<file path="src/hw/rtl/kse_pkg.sv">
`timescale 1ns / 1ps
// ----------------------------------------------------------------------------
// kse_pkg
// Shared types, codes and helpers for the keyboard scancode event queue.
// ----------------------------------------------------------------------------
package kse_pkg;

  // Ring size; the ring holds QUEUE_DEPTH - 1 events at most
  localparam int QUEUE_DEPTH = 16;
  localparam int SLOT_W      = $clog2(QUEUE_DEPTH);
  localparam logic [SLOT_W-1:0] LAST_SLOT = SLOT_W'(QUEUE_DEPTH - 1);

  // Command queue between front and back
  localparam int CQ_DEPTH = 2;
  localparam int CQ_PTR_W = $clog2(CQ_DEPTH);
  localparam int CQ_CNT_W = $clog2(CQ_DEPTH + 1);

  // Input kinds
  localparam logic KIND_SCAN = 1'b0;
  localparam logic KIND_POP  = 1'b1;

  // Result status codes
  localparam logic [2:0] ST_QUEUED   = 3'd0;
  localparam logic [2:0] ST_MODIFIER = 3'd1;
  localparam logic [2:0] ST_DROPPED  = 3'd2;
  localparam logic [2:0] ST_POPPED   = 3'd3;
  localparam logic [2:0] ST_EMPTY    = 3'd4;

  // Modifier scancodes (release bit stripped)
  localparam logic [6:0] SC_ALT   = 7'h38;
  localparam logic [6:0] SC_CTRL  = 7'h1D;
  localparam logic [6:0] SC_SHIFT = 7'h2A;
  localparam logic [6:0] SC_SUPER = 7'h5B;

  localparam logic [3:0] MOD_SHIFT = 4'h1;
  localparam logic [3:0] MOD_CTRL  = 4'h2;
  localparam logic [3:0] MOD_ALT   = 4'h4;
  localparam logic [3:0] MOD_SUPER = 4'h8;

  // Command opcodes
  localparam logic [1:0] OP_KEY = 2'd0;
  localparam logic [1:0] OP_MOD = 2'd1;
  localparam logic [1:0] OP_POP = 2'd2;

  typedef struct packed {
    logic       kind;
    logic [7:0] scan_byte;
  } in_item_t;

  typedef struct packed {
    logic [2:0] status;
    logic [6:0] key_code;
    logic       key_released;
    logic [3:0] modifier_bits;
  } out_item_t;

  typedef struct packed {
    logic [1:0] op;
    logic [6:0] code;
    logic       released;
    logic [3:0] mod_mask;
  } cmd_t;

  typedef struct packed {
    logic [3:0] mods;
    logic       released;
    logic [6:0] code;
  } event_t;

  typedef struct packed {
    logic full;
    logic empty;
  } cq_stat_t;

  typedef struct packed {
    logic ring_full;
    logic ring_empty;
    logic busy;
  } back_stat_t;

  function automatic logic [SLOT_W-1:0] next_slot(input logic [SLOT_W-1:0] s);
    return (s == LAST_SLOT) ? '0 : s + SLOT_W'(1);
  endfunction

endpackage

</file>
<file path="src/hw/rtl/kse_front.sv">
`timescale 1ns / 1ps
// ----------------------------------------------------------------------------
// kse_front
// Accepts items, strips the release bit and classifies each as key event,
// modifier update or pop, then pushes a command into the command queue.
// ----------------------------------------------------------------------------
module kse_front import kse_pkg::*; (
  input  logic     clk,
  input  logic     rst_n,
  input  logic     in_valid,
  output logic     in_ready,
  input  in_item_t in_data,
  input  cq_stat_t cq_stat,
  output logic     cmd_push,
  output cmd_t     cmd_data
);

  logic [6:0] code;
  logic [3:0] mask;
  logic       seen_r;

  assign code = in_data.scan_byte[6:0];

  always_comb begin
    case (code)
      SC_ALT:   mask = MOD_ALT;
      SC_CTRL:  mask = MOD_CTRL;
      SC_SHIFT: mask = MOD_SHIFT;
      SC_SUPER: mask = MOD_SUPER;
      default:  mask = 4'h0;
    endcase
  end

  // Hold off input during reset so nothing is pushed before the queue is clear
  always_ff @(posedge clk) begin
    if (!rst_n) begin
      seen_r <= 1'b0;
    end else begin
      seen_r <= 1'b1;
    end
  end

  assign in_ready = seen_r && !cq_stat.full;
  assign cmd_push = in_valid && in_ready;

  always_comb begin
    cmd_data.code     = code;
    cmd_data.released = in_data.scan_byte[7];
    cmd_data.mod_mask = mask;
    if (in_data.kind == KIND_POP) begin
      cmd_data.op = OP_POP;
    end else if (mask != 4'h0) begin
      cmd_data.op = OP_MOD;
    end else begin
      cmd_data.op = OP_KEY;
    end
  end

endmodule

</file>
<file path="src/hw/rtl/kse_cmd_q.sv">
`timescale 1ns / 1ps
// ----------------------------------------------------------------------------
// kse_cmd_q
// Short command queue that decouples the front classifier from the back end.
// ----------------------------------------------------------------------------
module kse_cmd_q import kse_pkg::*; (
  input  logic     clk,
  input  logic     rst_n,
  input  logic     push,
  input  cmd_t     push_data,
  input  logic     pop,
  output logic     head_valid,
  output cmd_t     head_data,
  output cq_stat_t stat
);

  cmd_t                entries_r [CQ_DEPTH];
  logic [CQ_PTR_W-1:0] wr_ptr_r, wr_ptr_nxt;
  logic [CQ_PTR_W-1:0] rd_ptr_r, rd_ptr_nxt;
  logic [CQ_CNT_W-1:0] cnt_r, cnt_nxt;
  logic                do_push, do_pop;

  assign stat.full  = (cnt_r == CQ_CNT_W'(CQ_DEPTH));
  assign stat.empty = (cnt_r == '0);
  assign do_push    = push && !stat.full;
  assign do_pop     = pop && !stat.empty;
  assign head_valid = !stat.empty;
  assign head_data  = entries_r[rd_ptr_r];

  always_comb begin
    wr_ptr_nxt = do_push ? wr_ptr_r + CQ_PTR_W'(1) : wr_ptr_r;
    rd_ptr_nxt = do_pop ? rd_ptr_r + CQ_PTR_W'(1) : rd_ptr_r;
    cnt_nxt    = cnt_r;
    if (do_push && !do_pop) begin
      cnt_nxt = cnt_r + CQ_CNT_W'(1);
    end else if (do_pop && !do_push) begin
      cnt_nxt = cnt_r - CQ_CNT_W'(1);
    end
  end

  always_ff @(posedge clk) begin
    if (do_push) begin
      entries_r[wr_ptr_r] <= push_data;
    end
  end

  always_ff @(posedge clk) begin
    if (!rst_n) begin
      wr_ptr_r <= '0;
      rd_ptr_r <= '0;
      cnt_r    <= '0;
    end else begin
      wr_ptr_r <= wr_ptr_nxt;
      rd_ptr_r <= rd_ptr_nxt;
      cnt_r    <= cnt_nxt;
    end
  end

endmodule

</file>
<file path="src/hw/rtl/kse_back.sv">
`timescale 1ns / 1ps
// ----------------------------------------------------------------------------
// kse_back
// Executes commands in order: modifier mask updates, event ring writes and
// ring pops, and holds the result item in the output register.
// ----------------------------------------------------------------------------
module kse_back import kse_pkg::*; (
  input  logic       clk,
  input  logic       rst_n,
  input  logic       cmd_valid,
  input  cmd_t       cmd_data,
  output logic       cmd_pop,
  output logic       out_valid,
  input  logic       out_ready,
  output out_item_t  out_data,
  output back_stat_t stat
);

  localparam logic S_IDLE = 1'b0;
  localparam logic S_READ = 1'b1;

  event_t            mem [QUEUE_DEPTH];
  event_t            rd_data_r;
  event_t            wr_event;
  logic              mem_we;

  logic              state_r, state_nxt;
  logic [SLOT_W-1:0] wr_slot_r, wr_slot_nxt;
  logic [SLOT_W-1:0] rd_slot_r, rd_slot_nxt;
  logic [3:0]        mods_r, mods_nxt;
  logic              out_valid_r, out_valid_nxt;
  out_item_t         out_data_r, out_data_nxt;
  logic              ring_empty, ring_full, take;

  assign ring_empty = (wr_slot_r == rd_slot_r);
  assign ring_full  = (next_slot(wr_slot_r) == rd_slot_r);
  // Take a command only when the result register is free or being emptied
  assign take       = (state_r == S_IDLE) && cmd_valid && (!out_valid_r || out_ready);
  assign cmd_pop    = take;

  assign wr_event.mods     = mods_r;
  assign wr_event.released = cmd_data.released;
  assign wr_event.code     = cmd_data.code;

  always_comb begin
    state_nxt     = state_r;
    wr_slot_nxt   = wr_slot_r;
    rd_slot_nxt   = rd_slot_r;
    mods_nxt      = mods_r;
    out_valid_nxt = out_valid_r && !out_ready;
    out_data_nxt  = out_data_r;
    mem_we        = 1'b0;

    if (state_r == S_READ) begin
      out_valid_nxt              = 1'b1;
      out_data_nxt.status        = ST_POPPED;
      out_data_nxt.key_code      = rd_data_r.code;
      out_data_nxt.key_released  = rd_data_r.released;
      out_data_nxt.modifier_bits = rd_data_r.mods;
      state_nxt                  = S_IDLE;
    end else if (take) begin
      out_data_nxt = '0;
      case (cmd_data.op)
        OP_POP: begin
          if (ring_empty) begin
            out_valid_nxt       = 1'b1;
            out_data_nxt.status = ST_EMPTY;
          end else begin
            // memory read issued this edge, result formed next cycle
            rd_slot_nxt = next_slot(rd_slot_r);
            state_nxt   = S_READ;
          end
        end
        OP_MOD: begin
          mods_nxt = cmd_data.released ? (mods_r & ~cmd_data.mod_mask)
                                       : (mods_r | cmd_data.mod_mask);
          out_valid_nxt       = 1'b1;
          out_data_nxt.status = ST_MODIFIER;
        end
        OP_KEY: begin
          out_valid_nxt = 1'b1;
          if (ring_full) begin
            out_data_nxt.status = ST_DROPPED;
          end else begin
            mem_we              = 1'b1;
            wr_slot_nxt         = next_slot(wr_slot_r);
            out_data_nxt.status = ST_QUEUED;
          end
        end
        default: begin
          out_valid_nxt = 1'b0;
        end
      endcase
    end
  end

  always_ff @(posedge clk) begin
    if (mem_we) begin
      mem[wr_slot_r] <= wr_event;
    end
    rd_data_r <= mem[rd_slot_r];
  end

  always_ff @(posedge clk) begin
    out_data_r <= out_data_nxt;
  end

  always_ff @(posedge clk) begin
    if (!rst_n) begin
      state_r     <= S_IDLE;
      wr_slot_r   <= '0;
      rd_slot_r   <= '0;
      mods_r      <= '0;
      out_valid_r <= 1'b0;
    end else begin
      state_r     <= state_nxt;
      wr_slot_r   <= wr_slot_nxt;
      rd_slot_r   <= rd_slot_nxt;
      mods_r      <= mods_nxt;
      out_valid_r <= out_valid_nxt;
    end
  end

  assign out_valid       = out_valid_r;
  assign out_data        = out_data_r;
  assign stat.ring_full  = ring_full;
  assign stat.ring_empty = ring_empty;
  assign stat.busy       = (state_r == S_READ);

endmodule

</file>
<file path="src/hw/rtl/keyboard_scancode_event_queue.sv">
`timescale 1ns / 1ps
// ----------------------------------------------------------------------------
// keyboard_scancode_event_queue
// Set-1 scancode modifier tracker and key event ring with pop interface.
// ----------------------------------------------------------------------------
// Each input item is a scancode byte or a pop request and gives exactly one
// result item. The front classifies the byte and pushes a command into a
// two-entry command queue; the back end executes commands in order. A pop
// that returns an event goes through the registered read port of the event
// memory before its result is formed, and no new command is taken meanwhile.
// Scancodes and empty pops sustain one item per cycle while out_ready stays
// high. The ring holds QUEUE_DEPTH - 1 events; the event memory is not
// cleared after reset, so no clearing pass delays the first item.
// ----------------------------------------------------------------------------
module keyboard_scancode_event_queue import kse_pkg::*; (
  input  logic      clk,
  input  logic      rst_n,
  input  logic      in_valid,
  output logic      in_ready,
  input  in_item_t  in_data,
  output logic      out_valid,
  input  logic      out_ready,
  output out_item_t out_data
);

  cq_stat_t   cq_stat;
  back_stat_t bk_stat;
  logic       cmd_push, cmd_pop, head_valid;
  cmd_t       push_cmd, head_cmd;

  kse_front u_front (
    .clk      (clk),
    .rst_n    (rst_n),
    .in_valid (in_valid),
    .in_ready (in_ready),
    .in_data  (in_data),
    .cq_stat  (cq_stat),
    .cmd_push (cmd_push),
    .cmd_data (push_cmd)
  );

  kse_cmd_q u_cmd_q (
    .clk        (clk),
    .rst_n      (rst_n),
    .push       (cmd_push),
    .push_data  (push_cmd),
    .pop        (cmd_pop),
    .head_valid (head_valid),
    .head_data  (head_cmd),
    .stat       (cq_stat)
  );

  kse_back u_back (
    .clk       (clk),
    .rst_n     (rst_n),
    .cmd_valid (head_valid),
    .cmd_data  (head_cmd),
    .cmd_pop   (cmd_pop),
    .out_valid (out_valid),
    .out_ready (out_ready),
    .out_data  (out_data),
    .stat      (bk_stat)
  );

`ifndef SYNTH
  a_ring_consistent: assert property (@(posedge clk) disable iff (!rst_n)
    !(bk_stat.ring_full && bk_stat.ring_empty))
    else $error("event ring reports full and empty at once");

  a_cq_consistent: assert property (@(posedge clk) disable iff (!rst_n)
    !(cq_stat.full && cq_stat.empty))
    else $error("command queue reports full and empty at once");

  a_reset_quiet: assert property (@(posedge clk)
    !rst_n |=> !out_valid && !in_ready)
    else $error("handshake active right after reset");

  a_drop_full: assert property (@(posedge clk) disable iff (!rst_n)
    out_valid && (out_data.status == ST_DROPPED) |-> bk_stat.ring_full)
    else $error("drop reported while ring has room");

  a_read_slot: assert property (@(posedge clk) disable iff (!rst_n)
    bk_stat.busy |-> !out_valid && !cmd_pop)
    else $error("ring read overlaps a pending result");
`endif

endmodule
</file>
<file path="config.mk">
export PLATFORM = sky130hd
export DESIGN_NAME = keyboard_scancode_event_queue
export DESIGN_NICKNAME = d
export VERILOG_FILES = /design/src/hw/rtl/kse_pkg.sv /design/src/hw/rtl/kse_front.sv /design/src/hw/rtl/kse_cmd_q.sv /design/src/hw/rtl/kse_back.sv /design/src/hw/rtl/keyboard_scancode_event_queue.sv
export SDC_FILE = /design/constraint.sdc
export NUM_CORES = 1
export LEC_CHECK = 0
export BUFFER_PORTS_ARGS = -buffer_cell sky130_fd_sc_hd__buf_2
export CORE_ASPECT_RATIO = 1.25
export CORE_MARGIN = 5
export CORE_UTILIZATION = 60
export DETAILED_ROUTE_END_ITERATION = 8
export PLACE_DENSITY_LB_ADDON = 0.05
export SLEW_MARGIN = 10
export SYNTH_ARGS = -nofsm -noshare
export SYNTH_HDL_FRONTEND = slang
export SYNTH_HIERARCHICAL = 1
export SYNTH_SLANG_ARGS = --single-unit
</file>
<file path="constraint.sdc">
create_clock -name clk -period 6.6 [get_ports clk]
set_input_delay 0 -clock clk [delete_from_list [all_inputs] [get_ports clk]]
set_output_delay 0 -clock clk [all_outputs]
set_load 0.01 [all_outputs]
</file>
==> results.md <==
- Status: complete, no violations
- # setup viols final: 0
- Die footprint: around 0.02 mm²
- CTS Sinks: around 270
- RSZ-0062 raised after global routing: false
- Htree depth: 1
- Area grow syn2layout: 11.7%
- Synth warn: 6
- Die W: 128 µm
- Remaining antenna violation count: 0
- Clock power share: a little under two fifths
- Launch point of the critical path: u_back/rd_slot_r[2]
- Antenna cell count: 0
- Required time worst endpoint: between 6 and 7 ns
- Largest net degree at the start of global routing: 55
- Final Util: 67.5%
- Root buf cell: clkbuf_16
- Worst Setup End Kind: register
- Sequential power share: 50.7%
- CTS tree: yes
- Achievable Freq: ~320 MHz
- Antenna violations before repair: 0
- Starting density of the core: around three fifths
- Worst slack, placed: around 3.5 ns
- Minimum clock period: about 3.2 ns
- Worst Path Max Fanout: 41
- VDD IR max: about 0.00024 V
- Design Area, Final: between 0.01 and 0.015 mm²
- I/O pin count: 30
- Synth Instances: roughly 560
- Most common cell after layout, fill and taps aside: edfxtp_1
- DRT Pass-1 Iters: 5
- Most frequent cells in the layout: edfxtp_1, mux4_2, dfxtp_1, buf_2, clkbuf_16
- Synthesized Nets: 579
- Total wire length: about 21000 µm
- CP endpoint: u_back/mem[13][9]
- Worst-path clk slew: 0.06 ns
- Syn Std Cell Area: approximately 0.010 mm²
- Total grt overflow: 0
- Slowest CP cell: dfxtp_2
- Initial DRC count: ~440
- P per Cell Area: ~360 mW/mm²
- Vias in the first global route: approximately 5400
- Crit Path Category: register to register
- RR Endpoint: u_back/mem[13][9]
- Sw Ratio: about a quarter
- DP Area: around 0.011 mm²
- Port Buf Inserts: 29
- Clock latency on the worst-skew pair: between 0.5 and 0.6 ns
- RD Place Congestion: slightly below 0.8
- Reg-to-reg setup timing slack: around 3.4 ns
- Avg WL per Cell: roughly 25 µm
- Setup TNS: 0 ns
- Die height: about 160 µm
- Avg Cell Area, Syn: 18.8 µm²
- Post-CTS Setup Inserts: 0
- CP max stage delay: around 1.1 ns
- R2R cell count: 5
- Hold_sp: in_data[7]
- Gate power share: roughly 12%
- Share of cells above drive strength 1: between 20% and 30%
- WP depth: 5
- Relative slew margins: a little over an eighth
- Fillers: 1104
- # rows: 54
- Core area: approximately 0.017 mm²
- Internal power: ~3.2 mW
- Leak: roughly 3.9 nW
- Crit Reg-Reg Startpoint: u_back/rd_slot_r[2]
- Final Max Tran Viols: 0
- Max_cap viols: 0
- Hold Vio Cnt, Final: 0
- Delay-heaviest family, CP: flip-flops
- Final worst path period share: a little under half
- Switching power: slightly below 1 mW
- Vias post-DR: just over 5000
- Worst slew pin tran: 1.30 ns
- GRT Util Overall: 21.4%
- Worst Path Buf+Inv: 0
- First-pass GRT wire length: ~32000 µm
- Vias per cell: between 6 and 7
- Clock skew: around 0.017 ns
- CP startpoint kind: register
- HPWL after DPL: between 10000 and 15000 µm
- Final net count: roughly 600
- Max Buffers Root-to-Sink: 3
- CTS Buf Count: 25
- Cells along the critical path: xor2_1 -> xnor2_1 -> and3_4 -> a21oi_4 -> and3_1
- Worst Hold Class: primary input to register
- DRC viols: 0
- CP Data Arrival Time: 3.28 ns
- Setup slack after layout: 3.45 ns
-- per-stage QoR --
step                      cells  total power [mW]  hold WS [ns]
after global placement      778              2.66         0.190
after global routing        832              4.33         0.260
after CTS                   832              4.22         0.220
after detailed placement    778              2.67         0.196
after floorplan             559              2.46        0.0277
final                       832              4.18         0.247
-- area by class of cell --
cell class | count | area (µm²) | area share, %
repair buffers | 42 | 273 | 2.33
well taps | 224 | 280 | 2.39
flip-flops and latches | 267 | 7670 | 65.5
inverters | 10 | 37.5 | 0.320
clock buffers | 27 | 633 | 5.40
multi-input cells | 247 | 2570 | 22.0
clock inverters | 15 | 248 | 2.11
-- sequential cells by signal (all words and copies together), names as in the netlist, named ones only --
name	flops
u_back/mem	192
u_cmd_q/entries_r	28
u_back/out_data	15
u_back/rd_data_r	12
u_back/rd_slot_r	4
u_back/wr_slot_r	4
u_cmd_q/cnt_r	2
u_back/out_valid	1
u_back/state_r	1
u_cmd_q/rd_ptr_r	1
u_cmd_q/wr_ptr_r	1
u_front/seen_r	1
-- worst register-to-register path, cell delays in order (launching register included) --
cell and delay (ns):
dfxtp_2 1.09, xor2_1 0.24, xnor2_1 0.20, and3_4 0.19, a21oi_4 0.42, and3_1 0.64
-- layer usage --
metal,global-route usage (%),up-vias,wire (µm)
met5,0,-,0
met3,3.07,39,958
li1,-,2267,-
met1,30.2,2628,9060
met4,6.52,0,508
met2,35.2,143,10400
-- repair_timing --
action | CTS | global route
hold buffers | 12 | 0
resized for setup | 0 | 0
hold endpoints to repair | 45 | 0
-- worst min-delay path by stage --
stage	to	cells after the start	slack [ns]
2_1_floorplan	u_front/seen_r	0	0.03
3_3_place_gp	u_cmd_q/entries_r[1][4]	1	0.19
3_5_place_dp	u_cmd_q/entries_r[1][4]	1	0.20
4_1_cts	u_cmd_q/entries_r[1][4]	2	0.22
5_1_grt	u_cmd_q/entries_r[1][4]	2	0.26
6_report	u_cmd_q/entries_r[1][4]	2	0.25
-- power by group through the flow --
stage	clock (mW)	combinational [mW]	sequential (mW)
2_1_floorplan	0	0.319	2.14
3_3_place_gp	0	0.505	2.15
3_5_place_dp	0	0.514	2.16
4_1_cts	1.57	0.523	2.12
5_1_grt	1.64	0.557	2.13
6_report	1.54	0.516	2.12
(Power assumes the default switching activity.)
